### config.mk
export PLATFORM = sky130hd
export DESIGN_NAME = ptw_walker
export DESIGN_NICKNAME = d
export VERILOG_FILES = /design/src/sv/ptw_pkg.sv /design/src/sv/ptw_walker.sv
export SDC_FILE = /design/constraint.sdc
export NUM_CORES = 1
export LEC_CHECK = 0
export BUFFER_PORTS_ARGS = -buffer_cell sky130_fd_sc_hd__buf_2
export CAP_MARGIN = 40
export CELL_PAD_IN_SITES_DETAIL_PLACEMENT = 0
export CELL_PAD_IN_SITES_GLOBAL_PLACEMENT = 1
export CORE_AREA = 2 2 152 154
export DETAILED_ROUTE_END_ITERATION = 12
export DIE_AREA = 0 0 154 156
export PLACE_DENSITY = 0.71
export SYNTH_ARGS = -nofsm -noshare
export SYNTH_HDL_FRONTEND = slang
export SYNTH_SLANG_ARGS = --single-unit
### constraint.sdc
create_clock -name clock -period 5.79 [get_ports clock]
set_input_delay 0.8685 -clock clock [delete_from_list [all_inputs] [get_ports clock]]
set_output_delay 0.8685 -clock clock [all_outputs]
set_load 0.1 [all_outputs]
### src/sv/ptw_pkg.sv
// shared types, constants and address helpers for the page table walker
`timescale 1ns / 1ps

package ptw_pkg;

   // table memory geometry, a whole number of 512-entry tables
   localparam int TABLE_WORDS  = 4096;
   localparam int TABLE_AW     = $clog2(TABLE_WORDS);
   localparam int TABLE_FRAMES = TABLE_WORDS / 512;

   localparam int ENTRY_W = 64;
   localparam int IDX_W   = 9;
   localparam int FRAME_W = 40;
   localparam int FULL_W  = FRAME_W + IDX_W;
   localparam int PA_W    = 52;
   localparam int VA_W    = 48;
   localparam int WIDX_W  = 12;

   // entry bit positions
   localparam int BIT_P  = 0;
   localparam int BIT_RW = 1;
   localparam int BIT_US = 2;
   localparam int BIT_PS = 7;
   localparam int BIT_XD = 63;

   localparam logic ACT_WRITE = 1'b0;
   localparam logic ACT_XLATE = 1'b1;

   localparam logic [1:0] PAGE_4K = 2'd0;
   localparam logic [1:0] PAGE_2M = 2'd1;
   localparam logic [1:0] PAGE_1G = 2'd2;

   localparam logic [1:0] LVL_PML4 = 2'd0;
   localparam logic [1:0] LVL_PDPT = 2'd1;
   localparam logic [1:0] LVL_PD   = 2'd2;
   localparam logic [1:0] LVL_PT   = 2'd3;

   typedef struct packed {
      logic                in_range;
      logic [TABLE_AW-1:0] addr;
   } word_ref_type;

   typedef struct packed {
      logic                wr_en;
      logic [TABLE_AW-1:0] wr_addr;
      logic [ENTRY_W-1:0]  wr_data;
      logic                rd_en;
      logic [TABLE_AW-1:0] rd_addr;
   } mem_req_type;

   typedef struct packed {
      logic [PA_W-1:0] xlat_pa;
      logic            fault;
      logic [1:0]      map_size;
      logic            can_write;
      logic            user_access;
      logic            can_execute;
   } result_type;

   // nine index bits of the virtual address for one level
   function automatic logic [IDX_W-1:0] va_index(input logic [VA_W-1:0] va,
                                                 input logic [1:0] level);
      logic [IDX_W-1:0] idx;
      case (level)
         LVL_PML4: idx = va[47:39];
         LVL_PDPT: idx = va[38:30];
         LVL_PD:   idx = va[29:21];
         default:  idx = va[20:12];
      endcase
      return idx;
   endfunction

   // word address of entry idx in the table at frame, with range check
   function automatic word_ref_type table_word(input logic [FRAME_W-1:0] frame,
                                               input logic [IDX_W-1:0] idx);
      logic [FULL_W-1:0] full;
      word_ref_type      ref_w;
      full = {frame, idx};
      ref_w.in_range = (frame < FRAME_W'(TABLE_FRAMES));
      ref_w.addr     = full[TABLE_AW-1:0];
      return ref_w;
   endfunction

endpackage

### src/sv/ptw_walker.sv
// walk sequencer: table clearing, table writes and the four-level walk
`timescale 1ns / 1ps

module ptw_walker (
   input  logic                                clock,
   input  logic                                reset,
   input  logic                                req_tvalid,
   output logic                                req_tready,
   input  logic                                req_action,
   input  logic [ptw_pkg::WIDX_W-1:0]          req_word_index,
   input  logic [ptw_pkg::ENTRY_W-1:0]         req_write_data,
   input  logic [ptw_pkg::VA_W-1:0]            req_lookup_va,
   input  logic [ptw_pkg::PA_W-1:0]            root_base,
   input  logic                                out_free,
   output logic                                res_valid,
   output ptw_pkg::result_type                 res,
   output ptw_pkg::mem_req_type                mem,
   input  logic [ptw_pkg::ENTRY_W-1:0]         rd_data
);

   typedef enum logic [1:0] {ST_CLEAR, ST_IDLE, ST_WALK} state_type;

   state_type                       state_ff, state_in;
   logic [1:0]                      level_ff, level_in;
   logic [ptw_pkg::VA_W-1:0]        va_ff, va_in;
   logic                            oor_ff, oor_in;
   logic [ptw_pkg::TABLE_AW-1:0]    clear_addr_ff, clear_addr_in;

   logic                            accept;
   logic [ptw_pkg::ENTRY_W-1:0]     entry;
   logic                            present;
   logic                            huge;
   logic                            leaf;
   logic                            finish;
   ptw_pkg::word_ref_type           root_word;
   ptw_pkg::word_ref_type           next_word;
   logic [ptw_pkg::FULL_W-1:0]      wr_full;
   ptw_pkg::result_type             walk_res;

   always_comb begin
      accept = req_tvalid && req_tready;
      // a read past the end of the table never reached the ram
      entry = oor_ff ? '0 : rd_data;
      present = entry[ptw_pkg::BIT_P];
      huge = entry[ptw_pkg::BIT_PS];
      leaf = (level_ff == ptw_pkg::LVL_PT) ||
             (huge && ((level_ff == ptw_pkg::LVL_PDPT) || (level_ff == ptw_pkg::LVL_PD)));
      finish = !present || leaf;
      root_word = ptw_pkg::table_word(root_base[51:12],
                                      ptw_pkg::va_index(req_lookup_va, ptw_pkg::LVL_PML4));
      next_word = ptw_pkg::table_word(entry[51:12],
                                      ptw_pkg::va_index(va_ff, 2'(level_ff + 2'd1)));
      wr_full = ptw_pkg::FULL_W'(req_word_index);

      walk_res = '0;
      if (!present) begin
         walk_res.fault = 1'b1;
      end else begin
         case (level_ff)
            ptw_pkg::LVL_PDPT: begin
               walk_res.xlat_pa  = {entry[51:30], va_ff[29:0]};
               walk_res.map_size = ptw_pkg::PAGE_1G;
            end
            ptw_pkg::LVL_PD: begin
               walk_res.xlat_pa  = {entry[51:21], va_ff[20:0]};
               walk_res.map_size = ptw_pkg::PAGE_2M;
            end
            default: begin
               walk_res.xlat_pa  = {entry[51:12], va_ff[11:0]};
               walk_res.map_size = ptw_pkg::PAGE_4K;
            end
         endcase
         walk_res.can_write   = entry[ptw_pkg::BIT_RW];
         walk_res.user_access = entry[ptw_pkg::BIT_US];
         walk_res.can_execute = !entry[ptw_pkg::BIT_XD];
      end
   end

   always_comb begin
      state_in      = state_ff;
      level_in      = level_ff;
      va_in         = va_ff;
      oor_in        = oor_ff;
      clear_addr_in = clear_addr_ff;
      mem           = '0;
      res_valid     = 1'b0;
      res           = '0;
      req_tready    = (state_ff == ST_IDLE) && out_free;

      case (state_ff)
         ST_CLEAR: begin
            mem.wr_en     = 1'b1;
            mem.wr_addr   = clear_addr_ff;
            clear_addr_in = clear_addr_ff + 1'b1;
            if (clear_addr_ff == ptw_pkg::TABLE_AW'(ptw_pkg::TABLE_WORDS - 1)) begin
               state_in = ST_IDLE;
            end
         end
         ST_IDLE: begin
            if (accept) begin
               if (req_action == ptw_pkg::ACT_WRITE) begin
                  mem.wr_en   = (wr_full < ptw_pkg::FULL_W'(ptw_pkg::TABLE_WORDS));
                  mem.wr_addr = wr_full[ptw_pkg::TABLE_AW-1:0];
                  mem.wr_data = req_write_data;
                  res_valid   = 1'b1;
               end else begin
                  va_in       = req_lookup_va;
                  level_in    = ptw_pkg::LVL_PML4;
                  oor_in      = !root_word.in_range;
                  mem.rd_en   = root_word.in_range;
                  mem.rd_addr = root_word.addr;
                  state_in    = ST_WALK;
               end
            end
         end
         ST_WALK: begin
            if (finish) begin
               // hold here with read data parked until the result slot frees
               if (out_free) begin
                  res_valid = 1'b1;
                  res       = walk_res;
                  state_in  = ST_IDLE;
               end
            end else begin
               level_in    = 2'(level_ff + 2'd1);
               oor_in      = !next_word.in_range;
               mem.rd_en   = next_word.in_range;
               mem.rd_addr = next_word.addr;
            end
         end
         default: begin
            state_in = ST_IDLE;
         end
      endcase
   end

   always_ff @(posedge clock) begin
      if (reset) begin
         state_ff      <= ST_CLEAR;
         clear_addr_ff <= '0;
         level_ff      <= '0;
         oor_ff        <= 1'b0;
      end else begin
         state_ff      <= state_in;
         clear_addr_ff <= clear_addr_in;
         level_ff      <= level_in;
         oor_ff        <= oor_in;
      end
      va_ff <= va_in;
   end

   a_res_slot_free: assert property (@(posedge clock) disable iff (reset)
      res_valid |-> out_free)
      else $error("result produced while output slot is occupied");

   a_one_access: assert property (@(posedge clock) disable iff (reset)
      !(mem.wr_en && mem.rd_en))
      else $error("table ram read and written in the same cycle");

   a_xlate_walks: assert property (@(posedge clock) disable iff (reset)
      (accept && req_action == ptw_pkg::ACT_XLATE) |=> (state_ff == ST_WALK))
      else $error("accepted translation did not start a walk");

   a_no_level_wrap: assert property (@(posedge clock) disable iff (reset)
      (state_ff == ST_WALK && !finish) |-> (level_ff != ptw_pkg::LVL_PT))
      else $error("walk continued past the last level");

   a_walk_level_step: assert property (@(posedge clock) disable iff (reset)
      (state_ff == ST_WALK && !finish) |=> (level_ff == 2'($past(level_ff) + 2'd1)))
      else $error("walk level did not advance by one");

endmodule

==> results.sh, run 1 <==
export IMPL_ir_drop_uv=88.9
export IMPL_cts_hold_buf=0
export IMPL_worstMarginPinSlew_ns=0.780
export IMPL_cts_sinks=65
export IMPL_drtIter0Drc=247
export IMPL_required_ns=4.92
export IMPL_grt_antenna_before_repair=13
export IMPL_grt_pass1_wl_mm=28.3
export IMPL_dp_hpwl_mm=16.7
export IMPL_slowest_stage="and3_1"
export IMPL_cts_setup_buffers=0
export IMPL_hold_path_class="reg2reg"
export IMPL_path_clk_slew_ns=0.06
export IMPL_cts_tree="built"
export IMPL_final_layout_size_suffix_gt1_frac=0.503
export IMPL_slew_violations=0
export IMPL_yosysTopAreaCell="edfxtp_1"
export IMPL_io_pins=395
export IMPL_maxCapViolations=0
export IMPL_power_density_nw_per_um2=240
export IMPL_fin_area_um2=6480
export IMPL_critPathArrivalTime_ns=3.40
export IMPL_wl_per_cell_um=18.8
export IMPL_cp_max_fo=18
export IMPL_slowest_delay_ns=0.70
export IMPL_avgViaCountPerCell=4.43
export IMPL_design_die_area_um2=24000
export IMPL_ys_seq_area_frac=0.441
export IMPL_vias=4745
export IMPL_rows=55
export IMPL_period_minus_slack_ns=4.26
export IMPL_nFillCells=2436
export IMPL_fin_hold_ws_ns=0.509
export IMPL_fin_crit_sh=0.736
export IMPL_fmax_mhz=235
export IMPL_combPwrFrac=0.292
export IMPL_overflow=0
export IMPL_worst_skew_pair_late_latency_ns=0.34
export IMPL_ys_types=41
export IMPL_routed_wl_mm=20.2
export IMPL_cts_resized=0
export IMPL_internal_power_mw=1.00
export IMPL_finalClockSkew_ns=0.00549
export IMPL_syn_nets=685
export IMPL_rsz0062_at_grt="no"
export IMPL_htreeDepth=3
export IMPL_root_buffer="clkbuf_16"
export IMPL_cts_buffers_inserted=9
export IMPL_finalNetCount=1036
export IMPL_crit_family="simple AND/OR/NAND/NOR gates"
export IMPL_ys_async_sr_fraction=0
export IMPL_die_w_um=154
export IMPL_synthFlopType="edfxtp_1"
export IMPL_switching_share=0.357
export IMPL_critPathKind="reg2out"
export IMPL_relSlewSlack=0.480
export IMPL_die_h_um=156
export IMPL_initial_core_util=0.181
export IMPL_coreArea_um2=22400
export IMPL_hold_violations=0
export IMPL_tns_ns=0
export IMPL_synth_seq_cells=65
export IMPL_sequentialPowerShare=0.349
export IMPL_start_kind="flip-flop"
export IMPL_cellLeakagePower_nw=3.18
export IMPL_route_detailed_drc=0
export IMPL_grt_usage=0.161
export IMPL_syn2layout_area_growth_pct=60.3
export IMPL_netlist_area_um2=4040
export IMPL_grt_max_degree=49
export IMPL_yosys_area_top_type_share=0.357
export IMPL_gp_congestion=0.813
export IMPL_portBuffers=363
export IMPL_setup_viol=0
export IMPL_p_clk_frac=0.359
export IMPL_path_cells="inv_1, ha_1, a21oi_4, and3_1, a22oi_1, nor2b_1, buf_2"
export IMPL_grt_pass1_vias=4571
export IMPL_syn_instance_count=429
export IMPL_place_area_um2=6170
export IMPL_switchingPower_mw=0.557
export IMPL_final_antenna_net_count=0
export IMPL_crit_buf_inv=2
export IMPL_avgSynthCellArea_um2=9.42
export IMPL_outcome="complete, no violations"
export IMPL_synth_edf_count=48
export IMPL_cts_buffer_depth=2
export IMPL_fin_util=0.290
export IMPL_dr_pass1_iters=5
export IMPL_worstSetupEndpointType="output pin"
export IMPL_ys_warnings_count=0
export IMPL_synthTopCellsByArea="edfxtp_1, and2_1, dfxtp_1"
## synth_stat cells, types with 2 or more instances
library cell	instances
buf_1	3
and2_1	104
nand3_1	2
a222oi_1	10
inv_1	7
nand2_1	22
buf_4	2
nor2_1	36
a21oi_1	11
nor2b_1	19
or3_1	2
buf_2	5
edfxtp_1	48
xor2_1	7
a22o_1	11
nand4_1	11
xnor2_1	3
clkbuf_1	20
nor4_1	18
o21ai_0	10
mux2i_1	2
and4_1	2
dfxtp_1	17
nor3_1	3
a22oi_1	17
and3_1	3
ha_1	11
a32oi_1	9
o21a_1	2
## layout make-up
cell class	instances	area (um^2)	area share
Inverter	7	26.3	0.00405
Multi-Input combinational cell	326	2110	0.326
Clock inverter	7	75.1	0.0116
Timing Repair Buffer	371	1900	0.293
Clock buffer	9	225	0.0348
Sequential cell	65	1780	0.275
Tap cell	285	357	0.0550
Antenna cell	2	5.00	0.000772
## sequential cells by signal, indices dropped and copies added, names as in the netlist
name / cells
state_ff: 2
clear_addr_ff: 12
oor_ff: 1
va_ff: 48
level_ff: 2
## placed cells by master, fill, tap and decap left out, types with 2 or more instances in the layout
cell / count
and2_1: 104
nor4_1: 18
diode_2: 2
dfxtp_1: 17
ha_1: 11
and3_1: 3
inv_1: 6
o21ai_0: 10
a222oi_1: 10
a22o_1: 11
or3_1: 2
a32oi_1: 9
nand2_1: 22
xor2_1: 7
nor2_1: 36
xnor2_1: 3
nor2b_1: 19
nor3_1: 2
buf_2: 363
buf_4: 5
nand4_1: 11
o21a_1: 2
a21oi_1: 11
a22oi_1: 17
and4_1: 2
edfxtp_1: 48
nand3_1: 2
clkbuf_16: 9
inv_6: 3
mux2i_1: 2
## power by group through the flow
stage	Sequential (mW)	Combinational, mW	Clock, mW
5_1_grt	0.546	0.487	0.593
2_1_floorplan	0.545	0.308	0
3_5_place_dp	0.554	0.458	0
6_report	0.543	0.454	0.560
4_1_cts	0.543	0.460	0.579
3_3_place_gp	0.553	0.446	0
## through the flow
step	total power, mW	setup WS [ns]	cells
6_report	1.56	1.53	1072
5_1_grt	1.63	1.34	1071
4_1_cts	1.58	1.42	1070
3_5_place_dp	1.01	1.79	1054
3_3_place_gp	1.00	1.69	1050
2_1_floorplan	0.853	0.577	429
## logic make-up (layout without fill, tap and decap cells)
group,count (synthesis),count (layout),share of synthesized area
AND/OR/NAND/NOR,226,226,0.314
AO/OA/AOI/OAI,77,77,0.145
flip-flops,65,65,0.441
buffers and inverters,38,394,0.0390
adder cells (fa/ha/maj),11,11,0.0340
XOR/XNOR,10,10,0.0217
multiplexers,2,2,0.00495
other,0,2,0
## final timing paths
| kind | from | end | slack [ns] | cells past startpoint |
|---|---|---|---|---|
| worst max-delay path | level_ff[0] | mem[9] | 1.53 | 7 |
| worst min-delay path | clear_addr_ff[10] | clear_addr_ff[10] | 0.51 | 2 |
| worst max register to register | level_ff[0] | oor_ff | 2.78 | 7 |
| worst min register to register | clear_addr_ff[10] | clear_addr_ff[10] | 0.51 | 2 |
## worst min-delay path, cell delays in order, from the launching register on
cell and delay [ns]:
dfxtp_1 0.33, o21ai_0 0.07, a21oi_1 0.06
## per-layer routing
metal	GRT usage	wire length (um)	vias to the layer above
li1	-	-	2253
met1	0.181	7800	2163
met2	0.302	10400	281
met3	0.0347	1530	46
met4	0.0525	458	2
met5	0	13	-
Note: power is estimated with default switching activity, not from simulation.
==> inputs of run 2 (changes only) <==
- PLACE_DENSITY: 0.71 -> 0.73
- clock period: 5.79 -> 3.4 ns (I/O delays scaled with it)
==> run 2 against run 1 <==
Net effect:
- via count shrank 0.23%
- largest cell class is now buffers
- die area unchanged
- core utilization rose by 5.1 points
- global-route usage grew 0.41 points
- clock-buffer cell count is the same
- sequential power up 70%
- final cell count increased by 0.47%
- routed wire length increased by 1.6%
- non-clock buffer count increased by 5
- setup slack worse by 1.3 ns
- largest power group unchanged
==> results.sh, run 2 (synthesis gave the netlist of run 1 again) <==
export IMPL_outcome="complete, no violations"
export IMPL_setup_viol=0
export IMPL_maxCapViolations=0
export IMPL_drtIter0Drc=269
export IMPL_final_antenna_net_count=0
export IMPL_required_ns=2.89
export IMPL_die_w_um=154
export IMPL_dr_pass1_iters=5
export IMPL_relSlewSlack=0.503
export IMPL_timing_rr_start="level_ff[0]"
export IMPL_fin_crit_sh=0.921
export IMPL_power_density_nw_per_um2=353
export IMPL_grt_pass1_vias=4738
export IMPL_portBuffers=363
export IMPL_hold_violations=0
export IMPL_place_ws_ns=0.504
export IMPL_start_kind="flip-flop"
export IMPL_hold_path_class="in2reg"
export IMPL_period_minus_slack_ns=3.13
export IMPL_final_cell_mix="buf_2, and2_1, buf_12, edfxtp_1, nor2_1"
export IMPL_gp_congestion=0.869
export IMPL_grt_busiest_layer="met2"
export IMPL_met1_usage=0.177
export IMPL_hp_start="req_lookup_va[23]"
export IMPL_slew_violations=0
export IMPL_initial_core_util=0.181
export IMPL_htreeDepth=3
export IMPL_final_layout_size_suffix_gt1_frac=0.520
export IMPL_reg_top3="va_ff (48), clear_addr_ff (12)"
export IMPL_worst_skew_pair_late_latency_ns=0.33
export IMPL_route_detailed_drc=0
export IMPL_design_die_area_um2=24000
export IMPL_die_h_um=156
export IMPL_dp_cells=1059
export IMPL_fin_hold_ws_ns=0.347
export IMPL_cp_max_fo=19
export IMPL_cts_resized=0
export IMPL_grt_usage=0.165
export IMPL_grt_antenna_before_repair=3
export IMPL_overflow=0
export IMPL_avgViaCountPerCell=4.40
export IMPL_layout_commonest_cell="buf_2"
export IMPL_io_pins=395
export IMPL_coreArea_um2=22400
export IMPL_largest_reg_flops=48
export IMPL_dp_hpwl_mm=17.2
export IMPL_p_total_mw=2.69
export IMPL_setup_slack_ns=0.270
export IMPL_grt_max_degree=72
export IMPL_fin_area_um2=7610
export IMPL_critPathArrivalTime_ns=2.62
export IMPL_cellLeakagePower_nw=3.40
export IMPL_wl_per_cell_um=19.0
export IMPL_vias=4734
export IMPL_syn2layout_area_growth_pct=88.3
export IMPL_finalClockSkew_ns=0.00431
export IMPL_fin_cells=1077
export IMPL_place_area_um2=7300
export IMPL_ir_drop_uv=174
export IMPL_worstSetupEndpointType="output pin"
export IMPL_cts_tree="built"
export IMPL_finalNetCount=1041
export IMPL_critPathLaunch="level_ff[0]"
export IMPL_globalRouteMet3Util=0.0419
export IMPL_root_buffer="clkbuf_16"
export IMPL_cts_sinks=65
export IMPL_worstMarginPinSlew_ns=0.745
export IMPL_path_clk_slew_ns=0.06
export IMPL_nFillCells=2304
export IMPL_grt_pass1_wl_mm=29.1
export IMPL_routed_wl_mm=20.5
export IMPL_tns_ns=0
export IMPL_top_register="va_ff"
export IMPL_cts_setup_buffers=0
export IMPL_met2_usage=0.318
export IMPL_cts_buffers_inserted=9
export IMPL_fin_util=0.340
export IMPL_cts_hold_buf=0
export IMPL_critPathKind="reg2out"
export IMPL_fmax_mhz=319
export IMPL_cts_buffer_depth=2
export IMPL_rows=55
export IMPL_rsz0062_at_grt="no"
## run 2: power breakdown
| group | internal [mW] | switching (mW) | total, mW |
|---|---|---|---|
| logic | 0.257 | 0.546 | 0.803 |
| clock network | 0.575 | 0.384 | 0.960 |
| registers | 0.890 | 0.0340 | 0.924 |
## run 2: cell type report
cell class | count | area (um^2) | share of cell area
Inverter | 7 | 26.3 | 0.00345
Clock buffer | 9 | 225 | 0.0296
Multi-Input combinational cell | 326 | 2140 | 0.281
Clock inverter | 7 | 78.8 | 0.0104
Antenna cell | 2 | 5.00 | 0.000658
Timing Repair Buffer | 376 | 3000 | 0.394
Sequential cell | 65 | 1780 | 0.234
Tap cell | 285 | 357 | 0.0469
## run 2: critical path: stages (launching register included)
cell and delay [ns]:
dfxtp_1 0.43, inv_1 0.14, ha_1 0.36, a21oi_4 0.09, or3_1 0.70, nor2_1 0.35
buf_12 0.22
## run 2: final timing paths
check	to	slack (ns)	cells past startpoint
min	va_ff[23]	0.35	1
min reg2reg	state_ff[0]	0.53	2
max reg2reg	oor_ff	1.24	7
max	res[19]	0.27	6
## run 2: metal layers
layer,vias to the layer above,routed length [um]
met1,2197,7620
met2,249,11000
met3,20,1570
li1,2268,-
met5,-,0
met4,0,282
